$ cat src/deadline_timer_queue_defines.svh
// Assertion macros for the deadline timer queue
`ifndef DEADLINE_TIMER_QUEUE_DEFINES_SVH
`define DEADLINE_TIMER_QUEUE_DEFINES_SVH

// same-cycle implication under synchronous active-low reset
`define DTQ_ASSERT_NOW(label, clk, rst_n, ante, cons, msg) \
  label: assert property (@(posedge clk) disable iff (!rst_n) (ante) |-> (cons)) \
    else $error(msg);

// next-cycle implication under synchronous active-low reset
`define DTQ_ASSERT_NEXT(label, clk, rst_n, ante, cons, msg) \
  label: assert property (@(posedge clk) disable iff (!rst_n) (ante) |=> (cons)) \
    else $error(msg);

`endif

$ cat src/dtq_pkg.sv
// Package: types, constants and helpers shared by the deadline timer queue
`default_nettype none
package dtq_pkg;

  localparam int QUEUE_DEPTH = 16;
  localparam int PW = (QUEUE_DEPTH > 1) ? $clog2(QUEUE_DEPTH) : 1;
  localparam int CW = $clog2(QUEUE_DEPTH + 1);

  typedef logic [PW-1:0] ptr_t;
  typedef logic [CW-1:0] cnt_t;
  typedef logic [2:0]    state_t;

  localparam cnt_t CNT_FULL = CW'(QUEUE_DEPTH);

  localparam logic [1:0] MODE_SCHED = 2'd0;
  localparam logic [1:0] MODE_QUERY = 2'd1;
  localparam logic [1:0] MODE_CLEAR = 2'd2;
  localparam logic [1:0] MODE_TICK  = 2'd3;

  localparam logic [1:0] KIND_ACK    = 2'd0;
  localparam logic [1:0] KIND_REMAIN = 2'd1;
  localparam logic [1:0] KIND_FIRED  = 2'd2;
  localparam logic [1:0] KIND_DONE   = 2'd3;

  localparam state_t ST_IDLE = 3'd0;
  localparam state_t ST_INS  = 3'd1;
  localparam state_t ST_PUT  = 3'd2;
  localparam state_t ST_QRY  = 3'd3;
  localparam state_t ST_TICK = 3'd4;
  localparam state_t ST_RESP = 3'd5;

  typedef struct packed {
    logic [31:0] deadline;
    logic [31:0] ticket;
  } entry_t;

  typedef struct packed {
    logic       en;
    ptr_t       addr;
    entry_t     data;
  } mem_wr_t;

  typedef struct packed {
    logic [1:0]  kind;
    logic [31:0] ticket_out;
    logic [31:0] remaining;
    logic        queue_full;
    logic        last;
  } res_t;

  typedef struct packed {
    logic vld;
    res_t res;
  } out_req_t;

  typedef struct packed {
    state_t state;
    cnt_t   count;
  } status_t;

  // physical slot of logical position k behind head, wrapping at the depth
  function automatic ptr_t slot(input ptr_t head, input cnt_t k);
    logic [CW:0] s;
    s = (CW+1)'(head) + {1'b0, k};
    if (s >= (CW+1)'(QUEUE_DEPTH)) begin
      s = s - (CW+1)'(QUEUE_DEPTH);
    end
    return s[PW-1:0];
  endfunction

endpackage
`default_nettype wire

$ cat src/deadline_timer_queue.sv
// Top level of the deadline timer queue
//
//   channel | direction | handshake         | payload
//   in_     | request   | in_valid/in_stall | mode, duration, query_ticket, tick_time
//   out_    | result    | out_valid/out_stall | kind, ticket_out, remaining, queue_full, last
//
// One request at a time; entries live in a circular buffer in one memory.
// Schedule: a full queue is acked with queue_full set; else each entry whose
// deadline is at or after the new one is shifted back (up to QUEUE_DEPTH - 1).
// Query: an empty queue is answered without a scan, else entries are scanned
// from the head to the match or the end. Clear empties the queue; tick fires each
// timer whose deadline is before the tick time. Memory reads (one per cycle) set
// the per-entry step; an output stall holds it. Reset empties the queue, no sweep.
`default_nettype none
`include "deadline_timer_queue_defines.svh"
module deadline_timer_queue
  import dtq_pkg::*;
(
  input  wire logic        clk,
  input  wire logic        rst_n,
  input  wire logic        in_valid,
  output logic             in_stall,
  input  wire logic [1:0]  in_mode,
  input  wire logic [31:0] in_duration,
  input  wire logic [31:0] in_query_ticket,
  input  wire logic [31:0] in_tick_time,
  output logic             out_valid,
  input  wire logic        out_stall,
  output logic [1:0]       out_kind,
  output logic [31:0]      out_ticket_out,
  output logic [31:0]      out_remaining,
  output logic             out_queue_full,
  output logic             out_last
);

  mem_wr_t  wr;
  ptr_t     rd_addr;
  entry_t   rd_data;
  logic     out_free;
  out_req_t req;
  status_t  status;

  dtq_mem u_mem (
    .clk     (clk),
    .wr      (wr),
    .rd_addr (rd_addr),
    .rd_data (rd_data)
  );

  dtq_ctrl u_ctrl (
    .clk             (clk),
    .rst_n           (rst_n),
    .in_valid        (in_valid),
    .in_stall        (in_stall),
    .in_mode         (in_mode),
    .in_duration     (in_duration),
    .in_query_ticket (in_query_ticket),
    .in_tick_time    (in_tick_time),
    .wr              (wr),
    .rd_addr         (rd_addr),
    .rd_data         (rd_data),
    .out_free        (out_free),
    .req             (req),
    .status          (status)
  );

  dtq_out u_out (
    .clk            (clk),
    .rst_n          (rst_n),
    .req            (req),
    .out_free       (out_free),
    .out_valid      (out_valid),
    .out_stall      (out_stall),
    .out_kind       (out_kind),
    .out_ticket_out (out_ticket_out),
    .out_remaining  (out_remaining),
    .out_queue_full (out_queue_full),
    .out_last       (out_last)
  );

  `DTQ_ASSERT_NOW(a_count_bound, clk, rst_n, 1'b1, status.count <= CNT_FULL, "entry count over depth")
  `DTQ_ASSERT_NEXT(a_busy_after_req, clk, rst_n, in_valid && !in_stall, in_stall, "not busy after request")
  `DTQ_ASSERT_NOW(a_idle_last, clk, rst_n, status.state == ST_IDLE && out_valid, out_last, "idle with open result")

endmodule
`default_nettype wire

$ cat src/dtq_mem.sv
// Entry memory: one write port, one read port with registered read data
`default_nettype none
module dtq_mem
  import dtq_pkg::*;
(
  input  wire logic    clk,
  input  wire mem_wr_t wr,
  input  wire ptr_t    rd_addr,
  output entry_t       rd_data
);

  entry_t mem [QUEUE_DEPTH];
  entry_t rd_data_r;

  always_ff @(posedge clk) begin
    if (wr.en) begin
      mem[wr.addr] <= wr.data;
    end
    rd_data_r <= mem[rd_addr];
  end

  assign rd_data = rd_data_r;

endmodule
`default_nettype wire

$ cat src/dtq_out.sv
// Result output register
`default_nettype none
module dtq_out
  import dtq_pkg::*;
(
  input  wire logic     clk,
  input  wire logic     rst_n,
  input  wire out_req_t req,
  output logic          out_free,
  output logic          out_valid,
  input  wire logic     out_stall,
  output logic [1:0]    out_kind,
  output logic [31:0]   out_ticket_out,
  output logic [31:0]   out_remaining,
  output logic          out_queue_full,
  output logic          out_last
);

  logic out_valid_r;
  res_t res_r;

  assign out_free = !out_valid_r || !out_stall;

  always_ff @(posedge clk) begin
    if (!rst_n) begin
      out_valid_r <= 1'b0;
    end else if (req.vld && out_free) begin
      out_valid_r <= 1'b1;
    end else if (!out_stall) begin
      out_valid_r <= 1'b0;
    end
  end

  always_ff @(posedge clk) begin
    if (req.vld && out_free) begin
      res_r <= req.res;
    end
  end

  assign out_valid      = out_valid_r;
  assign out_kind       = res_r.kind;
  assign out_ticket_out = res_r.ticket_out;
  assign out_remaining  = res_r.remaining;
  assign out_queue_full = res_r.queue_full;
  assign out_last       = res_r.last;

endmodule
`default_nettype wire

$ cat src/dtq_ctrl.sv
// Queue controller: sequencer that reads, shifts and writes back entries
`default_nettype none
module dtq_ctrl
  import dtq_pkg::*;
(
  input  wire logic        clk,
  input  wire logic        rst_n,
  input  wire logic        in_valid,
  output logic             in_stall,
  input  wire logic [1:0]  in_mode,
  input  wire logic [31:0] in_duration,
  input  wire logic [31:0] in_query_ticket,
  input  wire logic [31:0] in_tick_time,
  output mem_wr_t          wr,
  output ptr_t             rd_addr,
  input  wire entry_t      rd_data,
  input  wire logic        out_free,
  output out_req_t         req,
  output status_t          status
);

  state_t      state_r, state_nxt;
  ptr_t        head_r, head_nxt;
  cnt_t        count_r, count_nxt;
  cnt_t        idx_r, idx_nxt;
  logic [31:0] tc_r, tc_nxt;
  logic [31:0] time_r, time_nxt;
  logic [31:0] dl_r, dl_nxt;
  logic [31:0] qtk_r, qtk_nxt;
  res_t        resp_r, resp_nxt;

  logic [32:0] dl_sum;
  entry_t      new_entry;

  assign in_stall  = (state_r != ST_IDLE);
  assign dl_sum    = {1'b0, time_r} + {1'b0, in_duration};
  assign new_entry = '{deadline: dl_r, ticket: resp_r.ticket_out};
  assign status    = '{state: state_r, count: count_r};

  always_comb begin
    state_nxt = state_r;
    head_nxt  = head_r;
    count_nxt = count_r;
    idx_nxt   = idx_r;
    tc_nxt    = tc_r;
    time_nxt  = time_r;
    dl_nxt    = dl_r;
    qtk_nxt   = qtk_r;
    resp_nxt  = resp_r;
    wr        = '0;
    rd_addr   = head_r;
    req       = '0;

    unique case (state_r)
      ST_IDLE: begin
        if (in_valid) begin
          unique case (in_mode)
            MODE_SCHED: begin
              if (count_r == CNT_FULL) begin
                resp_nxt  = '{kind: KIND_ACK, ticket_out: '0, remaining: '0,
                              queue_full: 1'b1, last: 1'b1};
                state_nxt = ST_RESP;
              end else begin
                dl_nxt    = dl_sum[32] ? '1 : dl_sum[31:0];
                tc_nxt    = tc_r + 32'd1;
                resp_nxt  = '{kind: KIND_ACK, ticket_out: tc_r + 32'd1, remaining: '0,
                              queue_full: 1'b0, last: 1'b1};
                idx_nxt   = count_r;
                if (count_r == '0) begin
                  state_nxt = ST_PUT;
                end else begin
                  rd_addr   = slot(head_r, count_r - cnt_t'(1));
                  state_nxt = ST_INS;
                end
              end
            end
            MODE_QUERY: begin
              qtk_nxt   = in_query_ticket;
              idx_nxt   = '0;
              resp_nxt  = '{kind: KIND_REMAIN, ticket_out: '0, remaining: '0,
                            queue_full: 1'b0, last: 1'b1};
              state_nxt = (count_r == '0) ? ST_RESP : ST_QRY;
            end
            MODE_CLEAR: begin
              count_nxt = '0;
              tc_nxt    = '0;
              resp_nxt  = '{kind: KIND_DONE, ticket_out: '0, remaining: '0,
                            queue_full: 1'b0, last: 1'b1};
              state_nxt = ST_RESP;
            end
            MODE_TICK: begin
              time_nxt  = in_tick_time;
              resp_nxt  = '{kind: KIND_DONE, ticket_out: '0, remaining: '0,
                            queue_full: 1'b0, last: 1'b1};
              state_nxt = ST_TICK;
            end
            default: begin
              state_nxt = ST_IDLE;
            end
          endcase
        end
      end
      ST_INS: begin
        // new entry goes ahead of equal deadlines: shift while deadline >= new
        if (rd_data.deadline >= dl_r) begin
          wr      = '{en: 1'b1, addr: slot(head_r, idx_r), data: rd_data};
          idx_nxt = idx_r - cnt_t'(1);
          if (idx_r == cnt_t'(1)) begin
            state_nxt = ST_PUT;
          end else begin
            rd_addr = slot(head_r, idx_r - cnt_t'(2));
          end
        end else begin
          wr        = '{en: 1'b1, addr: slot(head_r, idx_r), data: new_entry};
          count_nxt = count_r + cnt_t'(1);
          state_nxt = ST_RESP;
        end
      end
      ST_PUT: begin
        wr        = '{en: 1'b1, addr: slot(head_r, idx_r), data: new_entry};
        count_nxt = count_r + cnt_t'(1);
        state_nxt = ST_RESP;
      end
      ST_QRY: begin
        if (rd_data.ticket == qtk_r) begin
          resp_nxt.remaining = (rd_data.deadline > time_r) ? (rd_data.deadline - time_r) : '0;
          state_nxt = ST_RESP;
        end else if (idx_r + cnt_t'(1) == count_r) begin
          state_nxt = ST_RESP;
        end else begin
          idx_nxt = idx_r + cnt_t'(1);
          rd_addr = slot(head_r, idx_r + cnt_t'(1));
        end
      end
      ST_TICK: begin
        if (count_r != '0 && time_r > rd_data.deadline) begin
          if (out_free) begin
            req       = '{vld: 1'b1,
                          res: '{kind: KIND_FIRED, ticket_out: rd_data.ticket,
                                 remaining: '0, queue_full: 1'b0, last: 1'b0}};
            head_nxt  = slot(head_r, cnt_t'(1));
            count_nxt = count_r - cnt_t'(1);
            rd_addr   = slot(head_r, cnt_t'(1));
          end
        end else begin
          state_nxt = ST_RESP;
        end
      end
      ST_RESP: begin
        if (out_free) begin
          req       = '{vld: 1'b1, res: resp_r};
          state_nxt = ST_IDLE;
        end
      end
      default: begin
        state_nxt = ST_IDLE;
      end
    endcase
  end

  always_ff @(posedge clk) begin
    if (!rst_n) begin
      state_r <= ST_IDLE;
      head_r  <= '0;
      count_r <= '0;
      idx_r   <= '0;
      tc_r    <= '0;
      time_r  <= '0;
    end else begin
      state_r <= state_nxt;
      head_r  <= head_nxt;
      count_r <= count_nxt;
      idx_r   <= idx_nxt;
      tc_r    <= tc_nxt;
      time_r  <= time_nxt;
    end
  end

  always_ff @(posedge clk) begin
    dl_r   <= dl_nxt;
    qtk_r  <= qtk_nxt;
    resp_r <= resp_nxt;
  end

endmodule
`default_nettype wire
$ cat config.mk
export PLATFORM = sky130hd
export DESIGN_NAME = deadline_timer_queue
export DESIGN_NICKNAME = d
export VERILOG_FILES = /design/src/dtq_pkg.sv /design/src/deadline_timer_queue.sv /design/src/dtq_mem.sv /design/src/dtq_out.sv /design/src/dtq_ctrl.sv
export VERILOG_INCLUDE_DIRS = /design/src /design/src/src
export SDC_FILE = /design/constraint.sdc
export NUM_CORES = 2
export LEC_CHECK = 0
export CORE_MARGIN = 10
export CORE_UTILIZATION = 51
export CTS_BUF_LIST = sky130_fd_sc_hd__clkbuf_2
export CTS_CLUSTER_SIZE = 16
export DETAILED_ROUTE_END_ITERATION = 8
export DONT_BUFFER_PORTS = 1
export PLACE_DENSITY = 0.67
export SYNTH_ARGS = -nofsm -noshare
export SYNTH_HDL_FRONTEND = slang
export SYNTH_HIERARCHICAL = 1
export SYNTH_SLANG_ARGS = --single-unit
$ cat constraint.sdc
create_clock -name clk -period 8.8 [get_ports clk]
set_input_delay 0.88 -clock clk [delete_from_list [all_inputs] [get_ports clk]]
set_output_delay 0.88 -clock clk [all_outputs]
set_load 0.1 [all_outputs]
-- After elaboration in Yosys (flattened, before gate mapping)
Memories as Yosys holds them, arrays and structs flattened. A register that Yosys moved wholly into a read port is not among the register bits.
Cells that the tools add are included.
- $add $sub $neg: 18
- multiply operators: 0
- div/mod/pow operators: 0
- $lt $le $gt $ge: 8
- eq/ne operators: 29
- shift-type cells: 0
- muxes and demuxes: 59
- bitwise gates (word level): 1
- reductions and logical operators: 24
- operators by type and width (cell ; number):
    one-hot mux 69 bit (2 select lines) ; 2
    2-to-1 mux 69 bit ; 3
    one-hot mux 68 bit (3 select lines) ; 1
    one-hot mux 32 bit (2 select lines) ; 2
    2-to-1 mux 32 bit ; 3
    2-to-1 mux 66 bit ; 1
    > comparator 32 bit ; 2
    2-to-1 mux 64 bit ; 1
    2-to-1 mux 4 bit ; 15
    2-to-1 mux 5 bit ; 10
    2-to-1 mux 34 bit ; 1
    adder 32 x 32 -> 33 bit ; 1
    adder 32 x 1 -> 32 bit, second input constant ; 1
    == test 32 bit ; 1
    >= comparator 32 bit ; 1
    subtractor 32 bit ; 1
    2-to-1 mux 3 bit ; 9
    adder 4 x 5 -> 6 bit ; 4
    >= comparator 6 x 5 -> 1 bit, second input constant ; 4
    one-hot mux 5 bit (4 select lines) ; 1
    subtractor 4 x 1 -> 4 bit, second input constant ; 5
    one-hot mux 3 bit (6 select lines) ; 1
    one-hot mux 4 bit (4 select lines) ; 1
    one-hot mux 5 bit (3 select lines) ; 1
    other kinds (39) ; 67
- register bits: 282
- latch bits: 0
- memory bits (writable): 1024
- bits in read-only memories: 0
- input port bits: 102
- output and inout port bits: 70
- memories: 1
- memory list (memory ; depth ; bits a word ; read ports ; clocked after Yosys merged registers in ; wr ports ; line ; source):
    u_mem.mem ; 16 ; 64 ; 1 ; 1 ; 1 ; dtq_mem.sv:12 ; entry_t mem [QUEUE_DEPTH];

-- Longest topological paths before layout
- depth in word-level cells: 9
- depth in mapped cells: 19
- depth with buffers taken out: 16

-- Hierarchy
The synthesis kept the hierarchy.
- by module, submodules not included (module ; instances ; cells each ; area each (um^2) ; sequential area each (um^2)):
    dtq_mem ; 1 ; 1647 ; 39581.7 ; 32030.7
    dtq_ctrl ; 1 ; 1767 ; 15368.5 ; 5555.3
    dtq_out ; 1 ; 73 ; 2083.2 ; 2062.0

-- Least setup slack after synthesis
No wires, ideal clock.
- path kind: register -> register
- from: reg u_ctrl.idx_r[1]
- to: mem u_mem/mem[0][0] (netlist bit) (enable)
- library setup time: 0.565 ns
- data arrival time: 6.182 ns
- slack: 2.054 ns
- cell stages (with the launch flop): 9
- buffers on the path: 0
- period minus slack after synthesis: 6.746 ns
- cell sequence: dfxtp_1 inv_1 ha_1 o21bai_1 a21oi_1 xor2_1 nor2_1 or3b_2 nor3_1
- RTL lines (element ; line ; source):
    start: declaration ; dtq_ctrl.sv:25 ; cnt_t idx_r, idx_nxt;
    start signal: assignment ; dtq_ctrl.sv:173 ; idx_r <= idx_nxt;
    end: declaration ; dtq_mem.sv:12 ;

-- Worst setup path after layout
- from: reg, netlist name u_mem/rd_data[32]
- to: reg, netlist name u_mem/rd_data[45]
- word-level cells in the longest chain between the ends: 4
- elaborated cells between the ends (all ways): 6
- those cells by class: order compare (2); mux (3); reduce/logical (1)
- RTL lines (element ; line ; source):
    > comparator 32 bit ; dtq_ctrl.sv:136 ; if (count_r != '0 && time_r > rd_data.deadline) begin
    logical AND 1 bit ; dtq_ctrl.sv:136 ;
    2-to-1 mux 4 bit ; - ;
    one-hot mux 4 bit (4 select lines) * ; dtq_ctrl.sv:54 ; unique case (state_r)
    named net rd_addr[1] ; deadline_timer_queue.sv:37 ; ptr_t rd_addr;
The timed path passes the listed nets; every way through them passes the cells marked *.
A chain may end at the register's enable or synchronous reset.

==> qor.yml <==
outcome:
  run_status: "finished clean"
yosys:
  yosys_register_bits: 1369
  synth_cells: 3487
  area_fraction_of_the_dominant_cell_type_after_synthesis_pct: 64.39
  syn_std_cell_area_mm2: 0.05703
  synth.avg_cell_area_um2: 16.36
  syn-num-nets: 3716
  synth_sequential_area_ratio_pct: 69.52
  ys_async_sr_fraction_pct: 0
  postSynth.topFlopCell: "edfxtp_1"
  synthesis.yosys.warnings: 6
  synthDominantAreaCellType: "edfxtp_1"
  synth_edf_count: 1223
  synth.lib_cells_used.distinct: 82
  ys_top_cells_by_area: "edfxtp_1 64%, mux4_2 10%, dfxtp_1 5.1%"
drt:
  avgViaCountPerCell: 6.033
  route.vias.total: 34337
  remaining_drc_errors: 0
  drt_first_pass_iters: 6
  antenna_left: 0
  first_iter_violations: 3643
  routed_wire_length_per_instance_um: 26.63
  detail_route.wirelength_mm: 151.6
final_layout:
  final_cell_mix: "1223 x edfxtp_1, 519 x clkbuf_2, 268 x nand2_1, 256 x mux4_2, 189 x dlygate4sd3_1"
  fin_area_mm2: 0.06395
  num-nets-final: 4152
  fin_cells: 5692
  layout.cells.most_common: "edfxtp_1"
  area_growth_pct: 12.12
  fraction_of_final_layout_cells_sized_beyond_drive_strength_1_pct: 22.03
  final_util_pct: 57.70
timing:
  finalCritPeriodShare_pct: 67.85
  clock_skew_ps: 216.1
  max_freq_mhz: 167.5
  hold_ws_ps: 229.6
  final-hold-violation-count: 0
  tightestPinTransition_ps: 1208
  unrepaired_setup_endpoints_after_global_routing: "false"
  finalCriticalPeriod_ps: 5971
  report.final.slew_viol_count: 0
  finalSetupViolations: 0
  fin_setup_tns_ps: 0
  relative_slew_margins_pct: 19.49
clock_network:
  clock_tree.buffer_depth: 4
  tritoncts.num_buffers: 351
  post-cts-setup-buffer-count: 0
  cts_repair_resize_count: 0
  clk-insertion-delay-late_ps: 1580
  number_of_clock_sinks_seen_by_cts: 1369
  htree_levels: 5
  tritoncts_clock_tree: "yes"
  clkSlewWorstSetupHoldPaths_ps: 110
  clock_root_buffer: "clkbuf_2"
critical_path:
  worst_setup_path_start_kind: "flip-flop"
  max_stage_delay_ps: 770
  worst_ep_required_time_ps: 10070
  critPathLaunch: "u_mem/rd_data[32]$_DFF_P_"
  timing.critical_path.mode_cell: "buf_4"
  launch_point_of_the_worst_reg_to_reg_path: "u_mem/rd_data[32]$_DFF_P_"
  crit_type: "reg2reg"
  worst-path-max-fanout: 58
  cp-end-kind: "flip-flop"
  cell_breakdown_of_the_critical_path: "inv_1 > ha_1 > inv_1 > fa_1 > nand3_1 > a21oi_1 > o21a_1 > o41ai_2 > nand3_2 > nor3_4 > buf_4 > a21oi_1 > nand3_4 > buf_4 > buf_4 > mux4_2 > a22oi_1 > nand2_1"
  crit_path_top_delay_cell: "buf_4"
  cp_data_arrival_time_ps: 7240
floorplanning:
  rows: 122
  initial_core_util_pct: 51.46
  die_width_um: 354.4
  die_h_um: 354.4
  core_area_mm2: 0.1108
  io-pin-count: 172
  fp.dieArea_mm2: 0.1256
global_routing:
  grt_first_pass_wirelength_mm: 224.2
  grt_antenna_before_repair: 12
  grt_util_all_layers_pct: 23.79
  grt_max_degree: 146
  globalRouteOverflowTotal: 0
  number_of_global_route_vias_before_repair: 34501
placement:
  hpwlAfterDp_mm: 86.88
  placer_s_final_routability_congestion_estimate: 0.9121
  placement.io_buffers: 0
  placed_cells: 4869
  dpl-instance-area_mm2: 0.05882
job:
  timing.max_cap.violations: 0
power_and_ir_drop:
  power_density_mw_per_mm2: 312.2
  vdd_ir_drop_max_uv: 404.2
  leakage_nw: 21.93
min_path:
  timing.hold.worst.class: "in2reg"
  timing.hold.worst.start: "in_tick_time[19]"
[worst paths after layout]
kind                                                  endpoint  slack (ps)  cells past startpoint
worst max-delay path                 u_mem/rd_data[45]$_DFF_P_        2830                     18
worst min-delay path            u_ctrl/time_r[19]$_SDFFE_PN0P_         230                      3
worst max register to register       u_mem/rd_data[45]$_DFF_P_        2830                     18
worst min register to register  u_ctrl/time_r[10]$_SDFFE_PN0P_         480                      2
[critical path, delay by kind of cell, from the launching register on]
family	cells	cell delay, ps
buffers and inverters	5	2090
DFF	1	350
adders and majority gates	2	580
AOI/OAI and AO/OA	5	1400
muxes	1	400
and+or+nand+nor	5	850
[timing repair]
action / CTS / global route
endpoints found under the setup margin: 0 / 0
hold buffers: 189 / 0
endpoints found under the hold margin: 131 / 0
[flip-flops by register name, indices dropped and copies added (netlist names)]
name and cells:
u_ctrl/count_r 5, u_ctrl/dl_r 32, u_ctrl/head_r 4, u_ctrl/idx_r 5, u_ctrl/new_entry 32, u_ctrl/qtk_r 32, u_ctrl/resp_r 35, u_ctrl/state_r 3
u_ctrl/tc_r 32, u_ctrl/time_r 32, u_mem/mem 1024, u_mem/rd_data 64, u_out/out_kind 2, u_out/out_last 1, u_out/out_queue_full 1, u_out/out_remaining 32
u_out/out_ticket_out 32, u_out/out_valid 1
[layer usage]
metal	wire length [um]	global-route usage [%]
met2	73630	38.36
met5	35	0
met3	13590	4.887
met1	59800	31.81
met4	4522	9.105
[area by class of cell]
type | count | area (um2)
Sequential cell | 1369 | 39650
Fill cell | 8714 | 46880
Multi-Input combinational cell | 1846 | 16420
Inverter | 104 | 390.4
Antenna cell | 15 | 37.54
Timing Repair Buffer | 251 | 2395
Clock inverter | 100 | 596.8
Clock buffer | 519 | 2597
Tap cell | 1488 | 1862
[cells in the mapped netlist, types with 5 or more instances]
master / n
a211oi_1: 23
a21boi_0: 5
a21o_1: 25
a21oi_1: 139
a221oi_1: 6
a22o_1: 96
a22oi_1: 132
a31oi_1: 5
and2_1: 45
and3_1: 22
and4_1: 7
buf_1: 15
buf_2: 28
buf_4: 6
buf_6: 13
clkbuf_1: 106
dfxtp_1: 146
edfxtp_1: 1223
fa_1: 6
ha_1: 121
inv_1: 104
mux4_2: 256
nand2_1: 268
nand2b_1: 15
nand3_1: 32
nand3b_1: 6
nand4_1: 21
nor2_1: 176
nor2b_1: 15
nor3_1: 49
nor3b_1: 7
nor4_1: 23
o21a_1: 17
o21ai_0: 84
o21bai_1: 7
o22ai_1: 5
o31a_1: 6
o31ai_1: 8
or2_2: 7
or3_1: 10
xnor2_1: 48
xor2_1: 88
[where the power goes]
part | internal [W] | leakage, nW | switching (W)
Combinational | 0.00264 | 6.95 | 0.00388
Sequential | 0.00827 | 12.5 | 0.000865
Clock | 0.00178 | 2.44 | 0.00253
Total | 0.0127 | 21.9 | 0.00728
[stage by stage]
step	setup WS, ps	total power, W
3_5_place_dp	2951	0.01566
5_1_grt	2511	0.02102
3_3_place_gp	3096	0.01559
2_1_floorplan	2054	0.01385
4_1_cts	2850	0.02005
6_report	2829	0.01996
[logic make-up after synthesis]
group / after synthesis / synth area share (%)
XOR/XNOR: 137 / 2.117
AO/OA/AOI/OAI: 605 / 7.382
adder cells (fa/ha/maj): 127 / 2.865
AND/OR/NAND/NOR: 715 / 5.838
flip-flops: 1369 / 69.52
buffers and inverters: 272 / 2.062
multiplexers: 262 / 10.22
Note: power is estimated with default switching activity, not from simulation.
